**config.mk**
```make
export PLATFORM = sky130hd
export DESIGN_NAME = modular_multiplier_64
export DESIGN_NICKNAME = d
export VERILOG_FILES = /design/src/hw/rtl/mm64_pkg.sv /design/src/hw/rtl/mm64_core.sv /design/src/hw/rtl/modular_multiplier_64.sv
export SDC_FILE = /design/constraint.sdc
export NUM_CORES = 1
export LEC_CHECK = 0
export ABC_CLOCK_PERIOD_IN_PS = 15500
export BUFFER_PORTS_ARGS = -buffer_cell sky130_fd_sc_hd__buf_2
export CAP_MARGIN = 25
export CORE_MARGIN = 2
export CORE_UTILIZATION = 32
export CTS_CLUSTER_SIZE = 28
export DETAILED_ROUTE_END_ITERATION = 10
export PLACE_DENSITY = 0.52
export REMOVE_ABC_BUFFERS = 1
export SETUP_SLACK_MARGIN = 0.05
export SLEW_MARGIN = 15
export SYNTH_ARGS = -nofsm -noshare
export SYNTH_HDL_FRONTEND = slang
export SYNTH_SLANG_ARGS = --single-unit
```
**constraint.sdc**
```tcl
create_clock -name clk -period 15.5 [get_ports clk]
set_input_delay 1.55 -clock clk [delete_from_list [all_inputs] [get_ports clk]]
set_output_delay 1.55 -clock clk [all_outputs]
set_load 0.01 [all_outputs]
```
**src/hw/rtl/mm64_pkg.sv**
```systemverilog
package mm64_pkg;

	// Sequencer commands to the datapath, one active per cycle at most
	typedef struct packed {
		logic load;    // take a new operand set
		logic reduce;  // one restoring step of multiplicand mod modulus
		logic mult;    // one add-and-double step on the next multiplier bit
	} mm64_ctrl_t;

endpackage

```
**src/hw/rtl/mm64_core.sv**
```systemverilog
module mm64_core #(
	parameter int WORD_BITS = 64
) (
	input  logic                   clk,
	input  mm64_pkg::mm64_ctrl_t   ctrl,
	input  logic [WORD_BITS-1:0]   multiplicand_w,
	input  logic [WORD_BITS-1:0]   multiplier_w,
	input  logic [WORD_BITS-1:0]   modulus_w,
	output logic [WORD_BITS-1:0]   acc
);

	logic [WORD_BITS-1:0] m_q;
	logic [WORD_BITS-1:0] r_q;    // remainder while reducing, then running multiplicand
	logic [WORD_BITS-1:0] acc_q;
	logic [WORD_BITS-1:0] sa_q;   // multiplicand bits, MSB first
	logic [WORD_BITS-1:0] sb_q;   // multiplier bits, LSB first

	logic                 dbl_cin;
	logic [WORD_BITS+1:0] dbl_sum;
	logic [WORD_BITS+1:0] dbl_diff;
	logic [WORD_BITS-1:0] dbl_res;
	logic [WORD_BITS+1:0] add_sum;
	logic [WORD_BITS+1:0] add_diff;
	logic [WORD_BITS-1:0] add_res;

	// Doubling unit: 2*r + cin, one conditional subtract (r < m so sum < 2m).
	// Shared between the reduction and the multiply phase.
	assign dbl_cin  = ctrl.reduce & sa_q[WORD_BITS-1];
	assign dbl_sum  = {1'b0, r_q, dbl_cin};
	assign dbl_diff = dbl_sum - {2'b00, m_q};
	assign dbl_res  = dbl_diff[WORD_BITS+1] ? dbl_sum[WORD_BITS-1:0]
	                                        : dbl_diff[WORD_BITS-1:0];

	// Accumulate unit: acc + r mod m
	assign add_sum  = {2'b00, acc_q} + {2'b00, r_q};
	assign add_diff = add_sum - {2'b00, m_q};
	assign add_res  = add_diff[WORD_BITS+1] ? add_sum[WORD_BITS-1:0]
	                                        : add_diff[WORD_BITS-1:0];

	always_ff @(posedge clk) begin
		if (ctrl.load) begin
			m_q   <= modulus_w;
			r_q   <= '0;
			acc_q <= '0;
			sa_q  <= multiplicand_w;
			sb_q  <= multiplier_w;
		end else if (ctrl.reduce) begin
			r_q  <= dbl_res;
			sa_q <= {sa_q[WORD_BITS-2:0], 1'b0};
		end else if (ctrl.mult) begin
			if (sb_q[0]) begin
				acc_q <= add_res;
			end
			r_q  <= dbl_res;
			sb_q <= {1'b0, sb_q[WORD_BITS-1:1]};
		end
	end

	assign acc = acc_q;

endmodule

```
**src/hw/rtl/modular_multiplier_64.sv**
```systemverilog
// Exact (multiplicand * multiplier) mod modulus on WORD_BITS-bit unsigned
// operands; input bits above WORD_BITS are ignored. One item at a time:
// after a transfer in, restoring reduction of the multiplicand, one step per
// multiplicand bit, then add-and-double over the multiplier bits, one step
// per bit (both on one shared doubling adder), then the output register is
// loaded once it is free or its result leaves. A zero modulus skips the
// arithmetic and returns 0 with zero_modulus set. in_stall is high while an
// item is in progress.
module modular_multiplier_64 #(
	parameter int WORD_BITS = 64
) (
	input  logic        clk,
	input  logic        arst_n,
	input  logic        in_valid,
	output logic        in_stall,
	input  logic [63:0] multiplicand,
	input  logic [63:0] multiplier,
	input  logic [63:0] modulus,
	output logic        out_valid,
	input  logic        out_stall,
	output logic [63:0] product_mod,
	output logic        zero_modulus
);

	localparam int CNT_W = (WORD_BITS > 1) ? $clog2(WORD_BITS) : 1;

	localparam logic [1:0] S_IDLE   = 2'd0;
	localparam logic [1:0] S_REDUCE = 2'd1;
	localparam logic [1:0] S_MULT   = 2'd2;
	localparam logic [1:0] S_DONE   = 2'd3;

	logic [1:0]           state_q;
	logic [CNT_W-1:0]     cnt_q;
	logic                 zm_q;
	logic                 out_valid_q;
	logic [WORD_BITS-1:0] prod_q;
	logic                 zm_out_q;

	logic                 in_xfer;
	logic                 cnt_last;
	logic                 out_load;
	logic [WORD_BITS-1:0] multiplicand_w;
	logic [WORD_BITS-1:0] multiplier_w;
	logic [WORD_BITS-1:0] modulus_w;
	logic [WORD_BITS-1:0] acc;
	mm64_pkg::mm64_ctrl_t ctrl;

	assign multiplicand_w = multiplicand[WORD_BITS-1:0];
	assign multiplier_w   = multiplier[WORD_BITS-1:0];
	assign modulus_w      = modulus[WORD_BITS-1:0];

	assign in_stall = (state_q != S_IDLE);
	assign in_xfer  = in_valid && !in_stall;
	assign cnt_last = (cnt_q == CNT_W'(WORD_BITS - 1));
	// output register is free, or its result leaves on this edge
	assign out_load = (state_q == S_DONE) && (!out_valid_q || !out_stall);

	always_comb begin
		ctrl.load   = in_xfer;
		ctrl.reduce = (state_q == S_REDUCE);
		ctrl.mult   = (state_q == S_MULT);
	end

	mm64_core #(
		.WORD_BITS(WORD_BITS)
	) u_core (
		.clk           (clk),
		.ctrl          (ctrl),
		.multiplicand_w(multiplicand_w),
		.multiplier_w  (multiplier_w),
		.modulus_w     (modulus_w),
		.acc           (acc)
	);

	always_ff @(posedge clk or negedge arst_n) begin
		if (!arst_n) begin
			state_q     <= S_IDLE;
			cnt_q       <= '0;
			zm_q        <= 1'b0;
			out_valid_q <= 1'b0;
		end else begin
			case (state_q)
				S_IDLE: begin
					if (in_xfer) begin
						cnt_q <= '0;
						zm_q  <= (modulus_w == '0);
						state_q <= (modulus_w == '0) ? S_DONE : S_REDUCE;
					end
				end
				S_REDUCE: begin
					cnt_q <= cnt_last ? '0 : cnt_q + 1'b1;
					if (cnt_last) begin
						state_q <= S_MULT;
					end
				end
				S_MULT: begin
					cnt_q <= cnt_last ? '0 : cnt_q + 1'b1;
					if (cnt_last) begin
						state_q <= S_DONE;
					end
				end
				S_DONE: begin
					if (out_load) begin
						state_q <= S_IDLE;
					end
				end
				default: begin
					state_q <= S_IDLE;
				end
			endcase

			if (out_load) begin
				out_valid_q <= 1'b1;
			end else if (!out_stall) begin
				out_valid_q <= 1'b0;
			end
		end
	end

	// acc stays zero on the zero-modulus path, as load clears it
	always_ff @(posedge clk) begin
		if (out_load) begin
			prod_q   <= acc;
			zm_out_q <= zm_q;
		end
	end

	assign out_valid    = out_valid_q;
	assign product_mod  = 64'(prod_q);
	assign zero_modulus = zm_out_q;

endmodule
```
# Word level (Yosys, flattened, before mapping)
# Index checks and enable logic that the tools add are counted.
totals:
  regBits: 395
  word_cells: 66
  out_inout_bits: 67
  in_bits: 196
op_classes:
  reduce_logical: 19
  n_addsub: 4
  n_eq_ne: 10
  muxes: 20
  n_bitwise: 2
op_table:
  columns: ["op", "count"]
  rows:
  - ["64-bit two-way mux", 9]
  - ["65-bit by 64-bit subtractor with 66-bit output", 1]
  - ["66-bit by 64-bit subtractor with 66-bit output", 1]
  - ["64-bit by 64-bit adder with 65-bit output", 1]
  - ["64-bit logical NOT", 1]
  - ["6-bit two-way mux", 2]
  - ["6-bit one-hot mux with 2 select lines", 1]
  - ["2-bit two-way mux", 5]
  - ["2-bit != test (second input constant)", 5]
  - ["2-bit nonzero test", 5]
  - ["2-bit one-hot mux with 4 select lines", 1]
  - ["6-bit by 1-bit adder with 6-bit output (second input constant)", 1]
  - ["6-bit equality test (second input constant)", 1]
  - ["2-bit AND reduction", 3]
  - ["2-bit equality test (second input constant)", 2]
  - ["4-bit AND reduction", 1]
  - ["1-bit logical NOT", 3]
  - ["3-bit AND reduction", 1]
  - ["2-bit by 1-bit equality test with 1-bit output (second input constant)", 1]
  - ["1-bit logical AND", 2]
  - ["2-bit logical NOT", 1]
  - ["1-bit two-way mux", 2]
  - ["2-bit by 1-bit != test with 1-bit output (second input constant)", 1]
  - ["2-bit OR reduction", 1]
  - ["3 further kinds", 3]

# Longest topological paths before layout
depth:
  ltp_word: 6
  depth_mapped: 28
  mapped_depth_nobuf: 27

# By module
# A second synthesis with hierarchy kept.
hier_totals:
  cells_unflattened: 2914
  area_unflattened_um2: 27055.9
modules_own_cells:
  columns: ["module", "n_inst", "cells_each", "area_each_um2", "seq_area_each_um2"]
  rows:
  - ["mm64_core", 1, 2756, 24293.3, 8328.0]
  - ["modular_multiplier_64", 1, 158, 2762.6, 2202.1]

# Worst setup path before layout
# No wires, ideal clock.
synth_path:
  path_type: "input-to-reg"
  startpoint: "input port out_stall"
  endpoint: "register prod_q[0], in the netlist product_mod[0], enable pin"
  required_ns: 14.913
  setup_ns: 0.587
  slack_ns: 8.623
  arrival_time_ns: 6.290
  stages: 1
  n_path_buf: 0
  path_cell_list: "a21boi_0"
synth_via:
  elab_chain_len: 3
synth_rtl:
  columns: ["item", "line", "rtl"]
  rows:
  - ["start, declared", "modular_multiplier_64.sv:20", "input logic out_stall,"]
  - ["1-bit logical NOT", null, null]
  - ["1-bit logical OR", "modular_multiplier_64.sv:56", "assign out_load = (state_q == S_DONE) && (!out_valid_q || !out_stall);"]
  - ["1-bit logical AND", "modular_multiplier_64.sv:56", null]
  - ["end signal, assigned", "modular_multiplier_64.sv:123", "prod_q <= acc;"]
  - ["end, declared", "modular_multiplier_64.sv:36", "logic [WORD_BITS-1:0] prod_q;"]
# No other way between the ends.
# A chain may end at the register's enable or synchronous reset.

# Worst setup path in the final report
layout_path:
  startpoint: "register u_core.r_q[0]"
  endpoint: "register u_core.acc_q[32], in the netlist u_core.acc[32]"
layout_via:
  elab_chain_len: 3
layout_rtl:
  columns: ["item", "line", "rtl"]
  rows:
  - ["start, declared", "mm64_core.sv:13", "logic [WORD_BITS-1:0] r_q;"]
  - ["start signal, assigned", "mm64_core.sv:48", "r_q <= dbl_res;"]
  - ["start signal, assigned", "mm64_core.sv:54", "r_q <= dbl_res;"]
  - ["64-bit by 64-bit adder with 65-bit output *", "mm64_core.sv:35", "assign add_sum = {2'b00, acc_q} + {2'b00, r_q};"]
  - ["66-bit by 64-bit subtractor with 66-bit output", "mm64_core.sv:36", "assign add_diff = add_sum - {2'b00, m_q};"]
  - ["64-bit two-way mux *", "mm64_core.sv:37", "assign add_res = add_diff[WORD_BITS+1] ? add_sum[WORD_BITS-1:0]"]
  - ["end signal, assigned", "mm64_core.sv:52", "acc_q <= add_res;"]
  - ["end, declared", "mm64_core.sv:14", "logic [WORD_BITS-1:0] acc_q;"]
# Mark *: on every way between the ends. The rest lies on a longest branch, timed or not.

==> qor.yml <==
initial_core_util: 0.324
cts_tree: "built"
drc: 0
dp_cells: 4241
cap_violations: 0
rrSetupSlack_ns: 8.05
post-cts-setup-buffer-count: 0
max_stage_delay_ns: 0.70
grt_pass1_wl_um: 132000
drtIter0Drc: 1661
total_power_mw: 2.38
fp.dieH_um: 292
dr_wl_met2_um: 37600
finClkSkew_ns: 0.0590
gp_routability_congestion: 0.920
hold_end: "zero_modulus"
seq_area_mm2: 0.0105
dr.pass1.iters: 5
ys_ff_latch: 395
slew_viol_final: 0
cts-root-buf: "clkbuf_16"
crit_slowest_cell: "buf_4"
min_from: "zm_q"
rows: 105
slew_headroom: 0.314
p_per_area_mw_per_mm2: 77.9
route.met3.wl_um: 6030
r2r_end: "u_core.acc[32]"
p_leak_nw: 13.1
crit_type: "reg -> reg"
end_kind: "flip-flop"
grt_remaining_overflow: 0
worstMarginPinSlew_ns: 1.02
fin_nets: 3624
crit_family: "compound AO/OA/AOI/OAI gates"
setup_slack_ns: 8.05
wirelength_um: 86900
grt_usage: 0.197
crit_required_ns: 15.99
status: "finished, final reports clean"
r2r-start: "u_core.r_q[0]"
grt_max_degree: 127
hold_viol_final: 0
fin_area_mm2: 0.0305
whs_path_depth: 0
fillers: 8463
setup_viol_count_final: 0
synth-seq-area-share: 0.396
period_needed_ns: 7.45
place_ws_ns: 8.20
synth_edf_count: 257
cts_hold_buffers: 0
ys.flop_type: "edfxtp_1"
syn_area_mm2: 0.0266
setup-tns-final_ns: 0
drtAntennaViolNets: 0
area_delta_synth_final_pct: 14.8
max_freq_ghz: 0.134
r2r_cells: 25
crit_arrival_ns: 7.95
path_buf_inv: 1
top_layer: "met5"
htreeDepth: 2
ir_drop_mv: 0.0800
die_width_um: 292
grt_pass1_vias: 22000
fin_crit_sh: 0.481
numCtsBuffers: 50
viasPerCell: 5.30
port_buffers: 262
final_util: 0.372
clkTransAtPathRegs_ns: 0.06
cp_max_fo: 40
yosysUniqueCellTypes: 93
insertion_delay_ns: 0.65
core_mm2: 0.0821
drive_above_1_share: 0.125
multi_input_area_mm2: 0.0150
antenna_found_initial: 29
drt-met1-wl_um: 40900
via_count: 23000
die_area_mm2: 0.0853
rsz0062_at_grt: "no"
start_kind: "flip-flop"
async_flop_share: 0.0253
syn_inst: 3043
final_cells: 4346
wl_per_cell_um: 20.0
syn_avg_cell_area_um2: 8.73
io_pins: 263
cp_common_cell: "a21o_1"
hold_class: "reg -> reg"
cts.path.max_buffers: 3
yosys_warnings: 0
whs_ns: 0.454
numClockSinks: 395
dp_hpwl_um: 66100
placed_area_mm2: 0.0287
ctsResizeCount: 0
[Yosys cell counts, drive strengths merged, types with 5 or more instances]
master / instances / area, um^2
o21bai: 35 / 267
edfxtp: 257 / 7720
dfxtp: 128 / 2560
nor2b: 23 / 144
o21ai: 254 / 1280
and4: 9 / 78.8
inv: 117 / 439
nor4: 24 / 156
dfrtp: 10 / 250
nand2b: 25 / 156
or2: 5 / 31.3
o221ai: 5 / 50.0
nand2: 594 / 2230
nor2: 149 / 559
a21o: 91 / 683
o21a: 16 / 120
o31a: 7 / 62.6
and3: 24 / 150
a221oi: 11 / 109
or3: 7 / 43.8
a311oi: 7 / 61.3
o31ai: 14 / 138
ha: 200 / 2500
a21oi: 347 / 1740
xor2: 73 / 639
a31oi: 31 / 209
a41oi: 10 / 103
buf: 32 / 235
and2: 17 / 109
nand4: 53 / 332
clkbuf: 115 / 432
a211oi: 27 / 218
nand3b: 5 / 37.5
nand3: 42 / 210
xnor2: 102 / 893
mux2i: 70 / 701
a21boi: 9 / 67.6
o211ai: 14 / 105
o211a: 5 / 50.1
nor3: 26 / 130
[worst register-to-register path, stage by stage (launching register included)]
cell	delay, ns
dfxtp_1	0.40
ha_1	0.25
fa_1	0.28
a211oi_2	0.09
nor2_1	0.21
a31o_1	0.28
a21oi_1	0.23
o41ai_2	0.56
a41oi_1	0.34
o31ai_2	0.58
a41oi_1	0.32
nor2b_1	0.27
a31oi_1	0.14
xnor2_1	0.18
ha_1	0.38
a21o_1	0.13
a21o_1	0.14
a21o_1	0.20
a21o_1	0.14
a21oi_1	0.06
o221ai_1	0.27
a41oi_2	0.06
a21bo_4	0.57
buf_4	0.71
mux2i_1	0.26
a211oi_1	0.26
[sequential cells by signal (all words and copies together), names as in the netlist]
signal,flops
cnt_q,6
out_valid,1
product_mod,64
state_q,2
u_core.acc,64
u_core.m_q,64
u_core.r_q,64
u_core.sa_q,64
u_core.sb_q,64
zero_modulus,1
zm_q,1
[kinds of logic after synthesis]
kind of cell / synth area share
and+or+nand+nor: 0.167
muxes: 0.0274
xor gates and xnor gates: 0.0577
adders and majority gates: 0.0964
buffers and inverters: 0.0416
DFF: 0.396
AOI/OAI and AO/OA: 0.213
[worst max-delay path by stage]
| stage | start | end | slack [ns] | depth (start not counted) |
|---|---|---|---|---|
| detailed placement | u_core.r_q[0] | u_core.acc[32] | 8.20 | 25 |
| finish | u_core.r_q[0] | u_core.acc[32] | 8.05 | 25 |
| global placement | u_core.r_q[0] | u_core.acc[35] | 8.31 | 25 |
| floorplan | in_valid | u_core.sb_q[0] | 3.34 | 4 |
| CTS | u_core.r_q[0] | u_core.acc[32] | 8.12 | 25 |
| global route | u_core.r_q[0] | u_core.acc[24] | 7.71 | 25 |
[cell type report]
class,instances,area share
multi-input cells,2384,0.491
flip-flops and latches,395,0.345
repair buffers,277,0.0474
clock buffers,62,0.0445
well taps,1070,0.0439
inverters,117,0.0146
clock inverters,32,0.0123
diodes,9,0.000738
[where the power goes]
part / switching [mW] / internal, mW / total (mW) / leakage [nW]
Combinational: 0.0134 / 0.0181 / 0.0315 / 8.87
Sequential: 0 / 1.11 / 1.11 / 3.42
Clock: 0.508 / 0.727 / 1.23 / 0.837
[placed cells by master, fill, tap and decap left out, drive strengths merged, types with 6 or more instances in the layout]
master | netlist | final
buf | 32 | 277
o21ai | 254 | 254
a21oi | 347 | 347
and4 | 9 | 9
clkinv | 0 | 20
or3 | 7 | 7
a221oi | 11 | 11
and2 | 17 | 17
nor2 | 149 | 149
o211ai | 14 | 14
inv | 117 | 119
nor2b | 23 | 23
diode | 0 | 9
xnor2 | 102 | 102
a21o | 91 | 91
o21bai | 35 | 35
nand3 | 42 | 42
nand4 | 53 | 53
mux2i | 70 | 70
clkbuf | 115 | 62
ha | 200 | 200
nor3 | 26 | 26
a41oi | 10 | 10
dfrtp | 10 | 10
and3 | 24 | 24
bufinv | 0 | 6
xor2 | 73 | 73
nor4 | 24 | 24
o31a | 7 | 7
a31oi | 31 | 31
dfxtp | 128 | 128
a311oi | 7 | 7
o31ai | 14 | 14
o21a | 16 | 16
edfxtp | 257 | 257
a21boi | 9 | 9
nand2 | 594 | 594
nand2b | 25 | 25
a211oi | 27 | 27
[routing by layer]
layer | vias to the layer above | GRT usage
li1 | 11400 | -
met1 | 10800 | 0.274
met2 | 676 | 0.302
met3 | 145 | 0.0509
met4 | 36 | 0.0553
met5 | - | 0
Note: power is estimated with default switching activity, not from simulation.
